## config.mk

```make
export PLATFORM = sky130hd
export DESIGN_NAME = pid_controller_antiwindup
export DESIGN_NICKNAME = d
export VERILOG_FILES = /design/src/design/pid_aw_pkg.sv /design/src/design/pid_controller_antiwindup.sv /design/src/design/pid_aw_mdu.sv /design/src/design/pid_aw_core.sv
export VERILOG_INCLUDE_DIRS = /design/src /design/src/design
export SDC_FILE = /design/constraint.sdc
export NUM_CORES = 2
export LEC_CHECK = 0
export BUFFER_PORTS_ARGS = -buffer_cell sky130_fd_sc_hd__buf_2
export CELL_PAD_IN_SITES_DETAIL_PLACEMENT = 0
export CELL_PAD_IN_SITES_GLOBAL_PLACEMENT = 2
export CORE_MARGIN = 3
export CORE_UTILIZATION = 41
export DETAILED_ROUTE_END_ITERATION = 10
export PLACE_DENSITY = 0.8
export SLEW_MARGIN = 20
export SYNTH_ARGS = -nofsm -noshare
export SYNTH_HDL_FRONTEND = slang
export SYNTH_SLANG_ARGS = --single-unit
```

## constraint.sdc

```tcl
create_clock -name clock -period 14.4 [get_ports clock]
set_input_delay 3.6 -clock clock [delete_from_list [all_inputs] [get_ports clock]]
set_output_delay 3.6 -clock clock [all_outputs]
set_load 0.03 [all_outputs]
```

## src/design/pid_controller_antiwindup_defines.svh

```systemverilog
// Assertion macros shared by the PID controller modules
`ifndef PID_CONTROLLER_ANTIWINDUP_DEFINES_SVH
`define PID_CONTROLLER_ANTIWINDUP_DEFINES_SVH

// Check a same-cycle implication outside reset
`define PID_ASSERT_NOW(label, clk, rst, ante, cons, msg) \
   label: assert property (@(posedge clk) disable iff (rst) (ante) |-> (cons)) \
      else $error(msg);

// Check that a condition leads to a consequence in the next cycle
`define PID_ASSERT_NEXT(label, clk, rst, ante, cons, msg) \
   label: assert property (@(posedge clk) disable iff (rst) (ante) |=> (cons)) \
      else $error(msg);

`endif

```

## src/design/pid_aw_pkg.sv

```systemverilog
// Types, constants and codes of the PID controller
`timescale 1ns / 1ps
package pid_aw_pkg;

   // Field and datapath widths
   localparam int DATA_W    = 16;
   localparam int FRAC_BITS = 8;
   localparam int ACC_W     = 40;
   localparam int CFG_W     = 16;
   localparam int CSR_IDX_W = 3;
   localparam int CMD_W     = 2;
   localparam int ERR_W     = DATA_W + 1;
   localparam int MUL_A_W   = 32;
   localparam int MUL_B_W   = 16;
   localparam int PROD_W    = MUL_A_W + MUL_B_W;
   localparam int RES_W     = PROD_W + 1;
   localparam int P_W       = 2 * DATA_W + 1;
   localparam int WIDE_W    = 52;
   localparam int DIV_STEPS = PROD_W / 2;
   localparam int CNT_W     = $clog2(DIV_STEPS);
   localparam int HALF_Q    = 1 << (FRAC_BITS - 1);

   // Reset values
   localparam logic [CFG_W-1:0]         KP_RESET      = 16'd256;
   localparam logic [CFG_W-1:0]         TI_RESET      = 16'd1000;
   localparam logic [CFG_W-1:0]         TD_RESET      = 16'd0;
   localparam logic signed [DATA_W-1:0] LOW_RESET     = 16'sd0;
   localparam logic signed [DATA_W-1:0] HIGH_RESET    = 16'sd255;
   localparam logic [CFG_W-1:0]         SP_RESET      = 16'd100;
   localparam logic [CFG_W-1:0]         ELAPSED_RESET = 16'd100;

   typedef enum logic [CMD_W-1:0] {
      CMD_TICK   = 2'd0,
      CMD_MANUAL = 2'd1,
      CMD_AUTO   = 2'd2
   } cmd_type;

   typedef enum logic [CSR_IDX_W-1:0] {
      CSR_GAIN_KP     = 3'd0,
      CSR_TI          = 3'd1,
      CSR_TD          = 3'd2,
      CSR_LIMIT_LOW   = 3'd3,
      CSR_LIMIT_HIGH  = 3'd4,
      CSR_SAMPLE_PER  = 3'd5,
      CSR_FORWARD     = 3'd6
   } csr_idx_type;

   typedef enum logic {
      MDU_MUL = 1'b0,
      MDU_DIV = 1'b1
   } mdu_op_type;

   typedef enum logic [4:0] {
      ST_IDLE,
      ST_P_GO,
      ST_P_WAIT,
      ST_BUMP,
      ST_PDT_GO,
      ST_PDT_WAIT,
      ST_DIVI_GO,
      ST_DIVI_WAIT,
      ST_WINDUP,
      ST_GT_GO,
      ST_GT_WAIT,
      ST_GTM_GO,
      ST_GTM_WAIT,
      ST_DIVD_GO,
      ST_DIVD_WAIT,
      ST_SUM,
      ST_DONE
   } core_state_type;

   typedef struct packed {
      logic [CMD_W-1:0]         command;
      logic signed [DATA_W-1:0] measurement;
      logic signed [DATA_W-1:0] target;
      logic signed [DATA_W-1:0] manual_value;
   } req_item_type;

   typedef struct packed {
      logic signed [DATA_W-1:0] drive;
      logic                     updated;
      logic                     auto_mode;
      logic signed [ACC_W-1:0]  integral_value;
   } rsp_item_type;

   typedef struct packed {
      logic [CFG_W-1:0]         gain_kp;
      logic [CFG_W-1:0]         integral_time_ms;
      logic [CFG_W-1:0]         derivative_time_ms;
      logic signed [DATA_W-1:0] limit_low;
      logic signed [DATA_W-1:0] limit_high;
      logic [CFG_W-1:0]         sample_period_ms;
      logic                     forward_acting;
   } cfg_type;

   typedef struct packed {
      logic               start;
      mdu_op_type         op;
      logic               neg;
      logic [PROD_W-1:0]  a;
      logic [MUL_B_W-1:0] b;
   } mdu_req_type;

   typedef struct packed {
      logic                    done;
      logic signed [RES_W-1:0] result;
   } mdu_rsp_type;

endpackage

```

## src/design/pid_controller_antiwindup.sv

```systemverilog
// PID controller with clamping anti-windup: configuration registers and unit wiring
//
// Input channel req_*: one item carries a command (tick, go manual, go auto) with
// the measurement, target and manual value. Result channel rsp_*: exactly one item
// per input item, with the drive, an update flag, the mode and the integral.
// Configuration: csr_write_en, csr_index, csr_wdata write one register per cycle;
// write only while no item is in flight. Limit writes that would leave
// low >= high and a zero sample period are dropped.
// An item that updates runs the shared multiply/divide unit through four multiplies
// and two 48-bit divisions at two quotient bits a cycle (one division fewer with
// the integral time at zero); going auto uses one multiply, a plain tick or a manual
// command none. The block takes one item at a time and is ready again the cycle
// after its result is registered.
// A finished result waits in the output register; the next item is accepted
// meanwhile, and only its own result stalls until rsp_ready takes the first.
// Reset (synchronous) loads the default gains and limits, auto mode, a zero
// integral and drive, and an elapsed count of 100 ms.
`timescale 1ns / 1ps
`include "pid_controller_antiwindup_defines.svh"
module pid_controller_antiwindup import pid_aw_pkg::*; (
   input  logic                 clock,
   input  logic                 reset,
   input  logic                 req_valid,
   output logic                 req_ready,
   input  req_item_type         req_data,
   output logic                 rsp_valid,
   input  logic                 rsp_ready,
   output rsp_item_type         rsp_data,
   input  logic                 csr_write_en,
   input  logic [CSR_IDX_W-1:0] csr_index,
   input  logic [CFG_W-1:0]     csr_wdata
);

   cfg_type                  cfg_ff, cfg_in;
   logic signed [DATA_W-1:0] wdata_s;
   mdu_req_type              mdu_req;
   mdu_rsp_type              mdu_rsp;

   assign wdata_s = signed'(csr_wdata[DATA_W-1:0]);

   // Decode register writes
   always_comb begin
      cfg_in = cfg_ff;
      if (csr_write_en) begin
         case (csr_idx_type'(csr_index))
            CSR_GAIN_KP:    cfg_in.gain_kp            = csr_wdata;
            CSR_TI:         cfg_in.integral_time_ms   = csr_wdata;
            CSR_TD:         cfg_in.derivative_time_ms = csr_wdata;
            CSR_LIMIT_LOW: begin
               if (wdata_s < cfg_ff.limit_high) begin
                  cfg_in.limit_low = wdata_s;
               end
            end
            CSR_LIMIT_HIGH: begin
               if (wdata_s > cfg_ff.limit_low) begin
                  cfg_in.limit_high = wdata_s;
               end
            end
            CSR_SAMPLE_PER: begin
               if (csr_wdata != '0) begin
                  cfg_in.sample_period_ms = csr_wdata;
               end
            end
            CSR_FORWARD:    cfg_in.forward_acting = csr_wdata[0];
            default:        cfg_in = cfg_ff;
         endcase
      end
   end

   // Hold configuration
   always_ff @(posedge clock) begin
      if (reset) begin
         cfg_ff.gain_kp            <= KP_RESET;
         cfg_ff.integral_time_ms   <= TI_RESET;
         cfg_ff.derivative_time_ms <= TD_RESET;
         cfg_ff.limit_low          <= LOW_RESET;
         cfg_ff.limit_high         <= HIGH_RESET;
         cfg_ff.sample_period_ms   <= SP_RESET;
         cfg_ff.forward_acting     <= 1'b1;
      end else begin
         cfg_ff <= cfg_in;
      end
   end

   pid_aw_core u_core (
      .clock     (clock),
      .reset     (reset),
      .cfg       (cfg_ff),
      .req_valid (req_valid),
      .req_ready (req_ready),
      .req_data  (req_data),
      .rsp_valid (rsp_valid),
      .rsp_ready (rsp_ready),
      .rsp_data  (rsp_data),
      .mdu_req   (mdu_req),
      .mdu_rsp   (mdu_rsp)
   );

   pid_aw_mdu u_mdu (
      .clock (clock),
      .reset (reset),
      .req   (mdu_req),
      .rsp   (mdu_rsp)
   );

   `PID_ASSERT_NOW(limits_ordered, clock, reset, 1'b1, cfg_ff.limit_low < cfg_ff.limit_high, "output limits out of order")

endmodule

```

## src/design/pid_aw_mdu.sv

```systemverilog
// Shared multiply and divide unit: registered 32x16 multiply, two-bit-a-cycle divide
`timescale 1ns / 1ps
`include "pid_controller_antiwindup_defines.svh"
module pid_aw_mdu import pid_aw_pkg::*; (
   input  logic        clock,
   input  logic        reset,
   input  mdu_req_type req,
   output mdu_rsp_type rsp
);

   logic                    busy_ff, busy_in;
   logic                    done_ff, done_in;
   logic [CNT_W-1:0]        cnt_ff, cnt_in;
   logic [PROD_W-1:0]       quo_ff, quo_in;
   logic [MUL_B_W-1:0]      rem_ff, rem_in;
   logic [MUL_B_W-1:0]      dvs_ff, dvs_in;
   logic                    neg_ff, neg_in;
   logic signed [RES_W-1:0] res_ff, res_in;
   logic [PROD_W-1:0]       prod;
   logic [MUL_B_W:0]        step1, step2;

   // One restoring division step: {quotient bit, new remainder}
   function automatic logic [MUL_B_W:0] div_step(input logic [MUL_B_W-1:0] r,
                                                 input logic b,
                                                 input logic [MUL_B_W-1:0] d);
      logic [MUL_B_W:0] trial;
      logic [MUL_B_W:0] diff;
      trial = {r, b};
      diff  = trial - {1'b0, d};
      if (trial >= {1'b0, d}) begin
         div_step = {1'b1, diff[MUL_B_W-1:0]};
      end else begin
         div_step = {1'b0, trial[MUL_B_W-1:0]};
      end
   endfunction

   // Attach the sign to a magnitude
   function automatic logic signed [RES_W-1:0] apply_sign(input logic [PROD_W-1:0] m,
                                                         input logic neg);
      logic signed [RES_W-1:0] v;
      v = signed'({1'b0, m});
      apply_sign = neg ? -v : v;
   endfunction

   assign prod  = PROD_W'(req.a[MUL_A_W-1:0]) * PROD_W'(req.b);
   assign step1 = div_step(rem_ff, quo_ff[PROD_W-1], dvs_ff);
   assign step2 = div_step(step1[MUL_B_W-1:0], quo_ff[PROD_W-2], dvs_ff);

   // Start an operation or advance the division
   always_comb begin
      busy_in = busy_ff;
      done_in = 1'b0;
      cnt_in  = cnt_ff;
      quo_in  = quo_ff;
      rem_in  = rem_ff;
      dvs_in  = dvs_ff;
      neg_in  = neg_ff;
      res_in  = res_ff;
      if (req.start) begin
         if (req.op == MDU_MUL) begin
            res_in  = apply_sign(prod, req.neg);
            done_in = 1'b1;
         end else begin
            busy_in = 1'b1;
            cnt_in  = '0;
            quo_in  = req.a;
            rem_in  = '0;
            dvs_in  = req.b;
            neg_in  = req.neg;
         end
      end else if (busy_ff) begin
         quo_in = {quo_ff[PROD_W-3:0], step1[MUL_B_W], step2[MUL_B_W]};
         rem_in = step2[MUL_B_W-1:0];
         cnt_in = cnt_ff + 1'b1;
         if (cnt_ff == CNT_W'(DIV_STEPS - 1)) begin
            busy_in = 1'b0;
            done_in = 1'b1;
            res_in  = apply_sign(quo_in, neg_ff);
         end
      end
   end

   // Hold control state
   always_ff @(posedge clock) begin
      if (reset) begin
         busy_ff <= 1'b0;
         done_ff <= 1'b0;
         cnt_ff  <= '0;
      end else begin
         busy_ff <= busy_in;
         done_ff <= done_in;
         cnt_ff  <= cnt_in;
      end
   end

   // Hold operands and result
   always_ff @(posedge clock) begin
      quo_ff <= quo_in;
      rem_ff <= rem_in;
      dvs_ff <= dvs_in;
      neg_ff <= neg_in;
      res_ff <= res_in;
   end

   assign rsp.done   = done_ff;
   assign rsp.result = res_ff;

   `PID_ASSERT_NOW(no_start_while_busy, clock, reset, req.start, !busy_ff, "mdu started while dividing")

endmodule

```

## src/design/pid_aw_core.sv

```systemverilog
// Sequencer and controller state: drives the shared unit through one PID update
`timescale 1ns / 1ps
`include "pid_controller_antiwindup_defines.svh"
module pid_aw_core import pid_aw_pkg::*; (
   input  logic         clock,
   input  logic         reset,
   input  cfg_type      cfg,
   input  logic         req_valid,
   output logic         req_ready,
   input  req_item_type req_data,
   output logic         rsp_valid,
   input  logic         rsp_ready,
   output rsp_item_type rsp_data,
   output mdu_req_type  mdu_req,
   input  mdu_rsp_type  mdu_rsp
);

   localparam logic signed [WIDE_W-1:0] AccMax =
      {{(WIDE_W-ACC_W+1){1'b0}}, {(ACC_W-1){1'b1}}};
   localparam logic signed [WIDE_W-1:0] AccMin =
      {{(WIDE_W-ACC_W+1){1'b1}}, {(ACC_W-1){1'b0}}};

   core_state_type           state_ff, state_in;
   logic signed [ERR_W-1:0]  e_ff, e_in;
   logic signed [ERR_W-1:0]  dm_ff, dm_in;
   logic signed [DATA_W-1:0] meas_ff, meas_in;
   logic signed [P_W-1:0]    p_ff, p_in;
   logic signed [WIDE_W-1:0] sum_ff, sum_in;
   logic signed [ACC_W-1:0]  acc_ff, acc_in;
   logic signed [DATA_W-1:0] prev_ff, prev_in;
   logic [CFG_W-1:0]         elapsed_ff, elapsed_in;
   logic                     auto_ff, auto_in;
   logic signed [DATA_W-1:0] held_ff, held_in;
   logic                     upd_ff, upd_in;
   logic                     rsp_valid_ff, rsp_valid_in;
   rsp_item_type             rsp_data_ff, rsp_data_in;

   logic signed [ERR_W-1:0]  gain_s;
   logic [MUL_B_W-1:0]       mag_e, mag_g, mag_dm;
   logic signed [P_W-1:0]    p_abs;
   logic signed [RES_W-1:0]  res_abs;
   logic [PROD_W-1:0]        mag_res;
   logic                     res_neg;
   logic signed [WIDE_W-1:0] hq, lq, p_w, acc_w, res_w, tot, sum_clamped, sum_round;
   logic signed [DATA_W-1:0] held_clamped;
   logic [CFG_W-1:0]         elapsed_inc;

   // Saturate a wide value to the accumulator range
   function automatic logic signed [ACC_W-1:0] sat_acc(input logic signed [WIDE_W-1:0] x);
      if (x > AccMax) begin
         sat_acc = AccMax[ACC_W-1:0];
      end else if (x < AccMin) begin
         sat_acc = AccMin[ACC_W-1:0];
      end else begin
         sat_acc = x[ACC_W-1:0];
      end
   endfunction

   // Magnitude of a 17-bit signed value; at most 16 bits for these operands
   function automatic logic [MUL_B_W-1:0] mag17(input logic signed [ERR_W-1:0] x);
      logic signed [ERR_W-1:0] n;
      n = x[ERR_W-1] ? -x : x;
      mag17 = n[MUL_B_W-1:0];
   endfunction

   // Operand shaping for the shared unit
   assign gain_s  = cfg.forward_acting ? signed'({1'b0, cfg.gain_kp})
                                       : -signed'({1'b0, cfg.gain_kp});
   assign mag_e   = mag17(e_ff);
   assign mag_g   = mag17(gain_s);
   assign mag_dm  = mag17(dm_ff);
   assign p_abs   = p_ff[P_W-1] ? -p_ff : p_ff;
   assign res_neg = mdu_rsp.result[RES_W-1];
   assign res_abs = res_neg ? -mdu_rsp.result : mdu_rsp.result;
   assign mag_res = res_abs[PROD_W-1:0];

   // Wide views of the terms in Q.8
   assign hq    = WIDE_W'(cfg.limit_high) <<< FRAC_BITS;
   assign lq    = WIDE_W'(cfg.limit_low) <<< FRAC_BITS;
   assign p_w   = WIDE_W'(p_ff);
   assign acc_w = WIDE_W'(acc_ff);
   assign res_w = WIDE_W'(mdu_rsp.result);
   assign tot   = acc_w + p_w;

   // Clamp the output sum, then round to nearest with ties up; the result stays in limits
   assign sum_clamped = (sum_ff > hq) ? hq : ((sum_ff < lq) ? lq : sum_ff);
   assign sum_round   = (sum_clamped + WIDE_W'(HALF_Q)) >>> FRAC_BITS;

   assign held_clamped = (held_ff < cfg.limit_low)  ? cfg.limit_low :
                         (held_ff > cfg.limit_high) ? cfg.limit_high : held_ff;
   assign elapsed_inc  = (elapsed_ff == '1) ? elapsed_ff : elapsed_ff + 1'b1;

   assign req_ready = (state_ff == ST_IDLE);
   assign rsp_valid = rsp_valid_ff;
   assign rsp_data  = rsp_data_ff;

   // Next state and datapath control
   always_comb begin
      state_in     = state_ff;
      e_in         = e_ff;
      dm_in        = dm_ff;
      meas_in      = meas_ff;
      p_in         = p_ff;
      sum_in       = sum_ff;
      acc_in       = acc_ff;
      prev_in      = prev_ff;
      elapsed_in   = elapsed_ff;
      auto_in      = auto_ff;
      held_in      = held_ff;
      upd_in       = upd_ff;
      rsp_valid_in = rsp_valid_ff & ~rsp_ready;
      rsp_data_in  = rsp_data_ff;
      mdu_req.start = 1'b0;
      mdu_req.op    = MDU_MUL;
      mdu_req.neg   = 1'b0;
      mdu_req.a     = '0;
      mdu_req.b     = '0;

      case (state_ff)
         ST_IDLE: begin
            if (req_valid) begin
               e_in    = ERR_W'(req_data.target) - ERR_W'(req_data.measurement);
               dm_in   = ERR_W'(req_data.measurement) - ERR_W'(prev_ff);
               meas_in = req_data.measurement;
               upd_in  = 1'b0;
               state_in = ST_DONE;
               case (cmd_type'(req_data.command))
                  CMD_TICK: begin
                     elapsed_in = elapsed_inc;
                     if (auto_ff && (elapsed_inc >= cfg.sample_period_ms)) begin
                        upd_in   = 1'b1;
                        state_in = ST_P_GO;
                     end
                  end
                  CMD_MANUAL: begin
                     auto_in = 1'b0;
                     held_in = req_data.manual_value;
                  end
                  CMD_AUTO: begin
                     if (!auto_ff) begin
                        state_in = ST_P_GO;
                     end
                  end
                  default: begin
                     state_in = ST_DONE;
                  end
               endcase
            end
         end
         // Proportional term: error times signed gain
         ST_P_GO: begin
            mdu_req.start = 1'b1;
            mdu_req.op    = MDU_MUL;
            mdu_req.a     = PROD_W'(mag_e);
            mdu_req.b     = mag_g;
            mdu_req.neg   = e_ff[ERR_W-1] ^ gain_s[ERR_W-1];
            state_in      = ST_P_WAIT;
         end
         ST_P_WAIT: begin
            if (mdu_rsp.done) begin
               p_in     = mdu_rsp.result[P_W-1:0];
               state_in = upd_ff ? ST_PDT_GO : ST_BUMP;
            end
         end
         // Bumpless entry to auto: preload the integral
         ST_BUMP: begin
            acc_in   = sat_acc((WIDE_W'(held_clamped) <<< FRAC_BITS) - p_w);
            prev_in  = meas_ff;
            auto_in  = 1'b1;
            state_in = ST_DONE;
         end
         // Integral increment: P * dt / Ti
         ST_PDT_GO: begin
            mdu_req.start = 1'b1;
            mdu_req.op    = MDU_MUL;
            mdu_req.a     = PROD_W'(p_abs[MUL_A_W-1:0]);
            mdu_req.b     = elapsed_ff;
            mdu_req.neg   = p_ff[P_W-1];
            state_in      = ST_PDT_WAIT;
         end
         ST_PDT_WAIT: begin
            if (mdu_rsp.done) begin
               state_in = (cfg.integral_time_ms != '0) ? ST_DIVI_GO : ST_WINDUP;
            end
         end
         ST_DIVI_GO: begin
            mdu_req.start = 1'b1;
            mdu_req.op    = MDU_DIV;
            mdu_req.a     = mag_res;
            mdu_req.b     = cfg.integral_time_ms;
            mdu_req.neg   = res_neg;
            state_in      = ST_DIVI_WAIT;
         end
         ST_DIVI_WAIT: begin
            if (mdu_rsp.done) begin
               acc_in   = sat_acc(acc_w + res_w);
               state_in = ST_WINDUP;
            end
         end
         // Pull the integral back so that P + I stays within the limits
         ST_WINDUP: begin
            if (tot > hq) begin
               acc_in = sat_acc(hq - p_w);
            end else if (tot < lq) begin
               acc_in = sat_acc(lq - p_w);
            end
            state_in = ST_GT_GO;
         end
         // Derivative on measurement: Kp * Td * dmeas / dt
         ST_GT_GO: begin
            mdu_req.start = 1'b1;
            mdu_req.op    = MDU_MUL;
            mdu_req.a     = PROD_W'(mag_g);
            mdu_req.b     = cfg.derivative_time_ms;
            mdu_req.neg   = gain_s[ERR_W-1];
            state_in      = ST_GT_WAIT;
         end
         ST_GT_WAIT: begin
            if (mdu_rsp.done) begin
               state_in = ST_GTM_GO;
            end
         end
         ST_GTM_GO: begin
            mdu_req.start = 1'b1;
            mdu_req.op    = MDU_MUL;
            mdu_req.a     = mag_res;
            mdu_req.b     = mag_dm;
            mdu_req.neg   = res_neg ^ dm_ff[ERR_W-1];
            state_in      = ST_GTM_WAIT;
         end
         ST_GTM_WAIT: begin
            if (mdu_rsp.done) begin
               state_in = ST_DIVD_GO;
            end
         end
         ST_DIVD_GO: begin
            mdu_req.start = 1'b1;
            mdu_req.op    = MDU_DIV;
            mdu_req.a     = mag_res;
            mdu_req.b     = elapsed_ff;
            mdu_req.neg   = res_neg;
            state_in      = ST_DIVD_WAIT;
         end
         ST_DIVD_WAIT: begin
            if (mdu_rsp.done) begin
               sum_in   = p_w + acc_w - res_w;
               state_in = ST_SUM;
            end
         end
         // Clamp, round and commit the new drive
         ST_SUM: begin
            held_in    = sum_round[DATA_W-1:0];
            prev_in    = meas_ff;
            elapsed_in = '0;
            state_in   = ST_DONE;
         end
         // Hand the item to the output register once it is free
         ST_DONE: begin
            if (!rsp_valid_ff || rsp_ready) begin
               rsp_valid_in               = 1'b1;
               rsp_data_in.drive          = held_ff;
               rsp_data_in.updated        = upd_ff;
               rsp_data_in.auto_mode      = auto_ff;
               rsp_data_in.integral_value = acc_ff;
               state_in                   = ST_IDLE;
            end
         end
         default: begin
            state_in = ST_IDLE;
         end
      endcase
   end

   // Hold control and controller state
   always_ff @(posedge clock) begin
      if (reset) begin
         state_ff     <= ST_IDLE;
         acc_ff       <= '0;
         prev_ff      <= '0;
         elapsed_ff   <= ELAPSED_RESET;
         auto_ff      <= 1'b1;
         held_ff      <= '0;
         upd_ff       <= 1'b0;
         rsp_valid_ff <= 1'b0;
      end else begin
         state_ff     <= state_in;
         acc_ff       <= acc_in;
         prev_ff      <= prev_in;
         elapsed_ff   <= elapsed_in;
         auto_ff      <= auto_in;
         held_ff      <= held_in;
         upd_ff       <= upd_in;
         rsp_valid_ff <= rsp_valid_in;
      end
   end

   // Hold item operands and the output payload
   always_ff @(posedge clock) begin
      e_ff        <= e_in;
      dm_ff       <= dm_in;
      meas_ff     <= meas_in;
      p_ff        <= p_in;
      sum_ff      <= sum_in;
      rsp_data_ff <= rsp_data_in;
   end

   `PID_ASSERT_NEXT(busy_after_accept, clock, reset, req_valid && req_ready, !req_ready, "accepted an item without leaving idle")
   `PID_ASSERT_NOW(mdu_done_when_waiting, clock, reset, mdu_rsp.done, state_ff == ST_P_WAIT || state_ff == ST_PDT_WAIT || state_ff == ST_DIVI_WAIT || state_ff == ST_GT_WAIT || state_ff == ST_GTM_WAIT || state_ff == ST_DIVD_WAIT, "unit result arrived outside a wait state")
   `PID_ASSERT_NOW(update_clears_elapsed, clock, reset, state_ff == ST_DONE && upd_ff, elapsed_ff == '0, "elapsed count not cleared by update")
   `PID_ASSERT_NOW(drive_within_limits, clock, reset, state_ff == ST_DONE && upd_ff, held_ff >= cfg.limit_low && held_ff <= cfg.limit_high, "updated drive outside limits")

endmodule

```

==> impl_metrics.tcl <==
set metrics [dict create \
    gr-usage-all-layers_pct 29.5 \
    synth_cell_types 103 \
    whs_path_depth 2 \
    place.gp.congestion 0.987 \
    first_global_vias 55900 \
    clk_latency_ns 0.69 \
    core_area_um2 152000 \
    setup_viol 0 \
    cts_resized 0 \
    ir_worst_vdd_mv 0.0787 \
    start_util_pct 41.4 \
    h-tree-depth 3 \
    overflow 0 \
    max_slew.worst_pin.slew_ns 1.18 \
    cts_tree "yes" \
    crit_fanout 31 \
    status "complete, no violations" \
    slowest_delay_ns 0.90 \
    postCtsHoldBufs 0 \
    wire_per_inst_um 24.5 \
    synth_ff_type "edfxtp_1" \
    dp_hpwl_mm 186 \
    r2r_cells 31 \
    synth_top_area_share_pct 15.3 \
    first_pass_iters 6 \
    synth.most_common_cell "nand2_1" \
    route.detailed.drc 0 \
    drive_gt1_share_pct 6.49 \
    worstPathRequired_ns 14.81 \
    use_met1_pct 41.0 \
    fin_cells 9622 \
    hold-path-endpoint "u_core.prev_ff[11]" \
    first_iter_violations 4504 \
    start_kind "register" \
    pre_cts_slack_ns 1.64 \
    syn_nets 8678 \
    postCtsSetupBuffers 0 \
    slew_headroom_pct 21.5 \
    ys_ff_latch 521 \
    fmax_mhz 77.3 \
    crit_type "reg -> reg" \
    drv_slew 0 \
    fin_nets 8667 \
    avgSynthCellArea_um2 8.36 \
    clkSinkCount 521 \
    power_density_nw_per_um2 61.7 \
    worstReg2RegStart "cfg_ff[84]" \
    hold_ws_ns 0.455 \
    dp_cells 9491 \
    grt_most_used_layer "met2" \
    path_clk_slew_ns 0.06 \
    antenna_left 0 \
    timing.final.ws_setup_ns 1.47 \
    grt_first_pass_wirelength_mm 356 \
    report.power.total_mw 4.23 \
    yosysSeqAreaShare_pct 21.6 \
    reg2reg_slack_ns 1.47 \
    crit_slowest_cell "a2111oi_1" \
    hold_viol_final 0 \
    die_h_um 398 \
    cts_buffers 70 \
    cpMostUsedCell "fa_1" \
    grt_antenna_before_repair 4 \
    cts_root_buffer "clkbuf_16" \
    cts_buffer_depth 3 \
    cp-end-kind "register" \
    via_per_inst 5.85 \
    rows 143 \
    grt_max_degree 114 \
    die-area_um2 159000 \
    syn_to_final_growth_pct 8.59 \
    fin_crit_sh_pct 89.8 \
    min_path_type "reg -> reg" \
    netlist_top_cells_count "nand2_1 (1002), inv_1 (776), ha_1 (633), a21oi_1 (507), nor2_1 (473)" \
    synth_edf_count 321 \
    synth_async_sr_flop_share_pct 0 \
    tns_ns 0 \
    rsz0062_at_grt "false" \
    totalWireLength_mm 236 \
    synth_area_leaders "edfxtp_1 (15%), fa_1 (13%), ha_1 (13%)" \
    skew_ns 0.0586 \
    synth_warnings 0 \
    gr-usage-met2_pct 47.5 \
    vias 56300 \
    period_minus_slack_ns 12.93 \
    io_buffers 133 \
    hold_start "u_core.prev_ff[11]" \
    groute.layer.met3.usage_pct 2.69 \
    rr_endpoint "u_mdu.res_ff[42]" \
    cp.arrival_ns 13.34 \
    syn_area_um2 63100 \
    ioPinCount 134 \
    drv_cap 0 \
    syn-instance-count 7546 \
    p_leak_nw 29.6 \
    die_w_um 398 \
    synth_area_leader_cell "edfxtp_1" \
]
[per-layer routing]
| metal | wire (um) | share of wire, % |
|---|---|---|
| met5 | 0 | 0 |
| met3 | 12000 | 5.1 |
| met2 | 107000 | 45 |
| met1 | 107000 | 45 |
| met4 | 9800 | 4.2 |
[where the power goes]
group          total, mW  internal (mW)  switching [mW]
sequential          1.72           1.66          0.0551
clock               1.77           1.00           0.766
combinational      0.742          0.243           0.500
[layout make-up]
type / instances / area [um^2]
Fill cell: 15400 / 84000
Tap cell: 2030 / 2540
Sequential cell: 521 / 13600
Timing Repair Buffer: 232 / 1430
Antenna cell: 1 / 2.50
Multi-Input combinational cell: 5933 / 45700
Inverter: 777 / 2920
Clock inverter: 39 / 342
Clock buffer: 89 / 1950
[placed cells by master (no fill, tap or decap), types with 64 or more instances in the layout]
master / count
o31ai_1: 68
nor2_1: 468
a21o_1: 186
nand2_1: 1002
a211oi_1: 64
nand4_1: 98
inv_1: 773
fa_1: 425
xnor2_1: 283
and2_1: 141
nor2b_1: 70
o21ai_0: 374
edfxtp_1: 321
buf_2: 132
xor2_1: 193
a21oi_1: 507
dfxtp_1: 200
clkbuf_16: 72
buf_4: 97
nor3_1: 121
mux2i_1: 105
ha_1: 633
nand3_1: 168
[worst max path at each step]
| stage | from | to | slack, ns | cells after the start |
|---|---|---|---|---|
| after detailed placement | cfg_ff[84] | u_mdu.res_ff[42] | 1.64 | 31 |
| after global routing | cfg_ff[84] | u_mdu.res_ff[42] | 0.69 | 31 |
| final | cfg_ff[84] | u_mdu.res_ff[42] | 1.47 | 31 |
| after floorplan | cfg_ff[81] | u_mdu.res_ff[47] | 3.74 | 38 |
| after global placement | cfg_ff[84] | u_mdu.res_ff[42] | 2.00 | 32 |
| after CTS | cfg_ff[84] | u_mdu.res_ff[42] | 1.57 | 31 |
[registers in the layout, indices dropped and copies added (netlist names), 33 cells and up]
signal / count
u_mdu.quo_ff: 48
u_core.rsp_data: 58
u_core.acc_ff: 40
u_core.sum_ff: 50
u_mdu.res_ff: 49
u_core.p_ff: 33
cfg_ff: 97
[through the flow]
step	utilization (%)	instance area, um^2
2_1_floorplan	-	63100
3_3_place_gp	43.4	66200
3_5_place_dp	43.4	66200
4_1_cts	44.9	68500
5_1_grt	44.9	68500
6_report	44.9	68500
[worst max-delay path, delay by kind of cell (launching register included)]
family | cells | cell delay, ns
buf+inv | 3 | 0.89
fa+ha+maj | 7 | 3.62
mux | 1 | 0.36
compound gates | 7 | 2.57
flops | 1 | 0.39
simple gates | 11 | 4.43
xor+xnor | 2 | 0.34
[kinds of logic (layout without fill, tap and decap cells)]
| family | after synthesis | after routing | synth area share, % |
|---|---|---|---|
| multiplexers | 124 | 124 | 2.00 |
| AO/OA/AOI/OAI | 1824 | 1824 | 18.8 |
| other | 0 | 1 | 0 |
| adder cells (fa/ha/maj) | 1058 | 1058 | 26.0 |
| XOR/XNOR | 476 | 476 | 6.61 |
| buffers and inverters | 1092 | 1137 | 6.55 |
| AND/OR/NAND/NOR | 2451 | 2451 | 18.3 |
| flip-flops | 521 | 521 | 21.6 |
(Power assumes the default switching activity.)
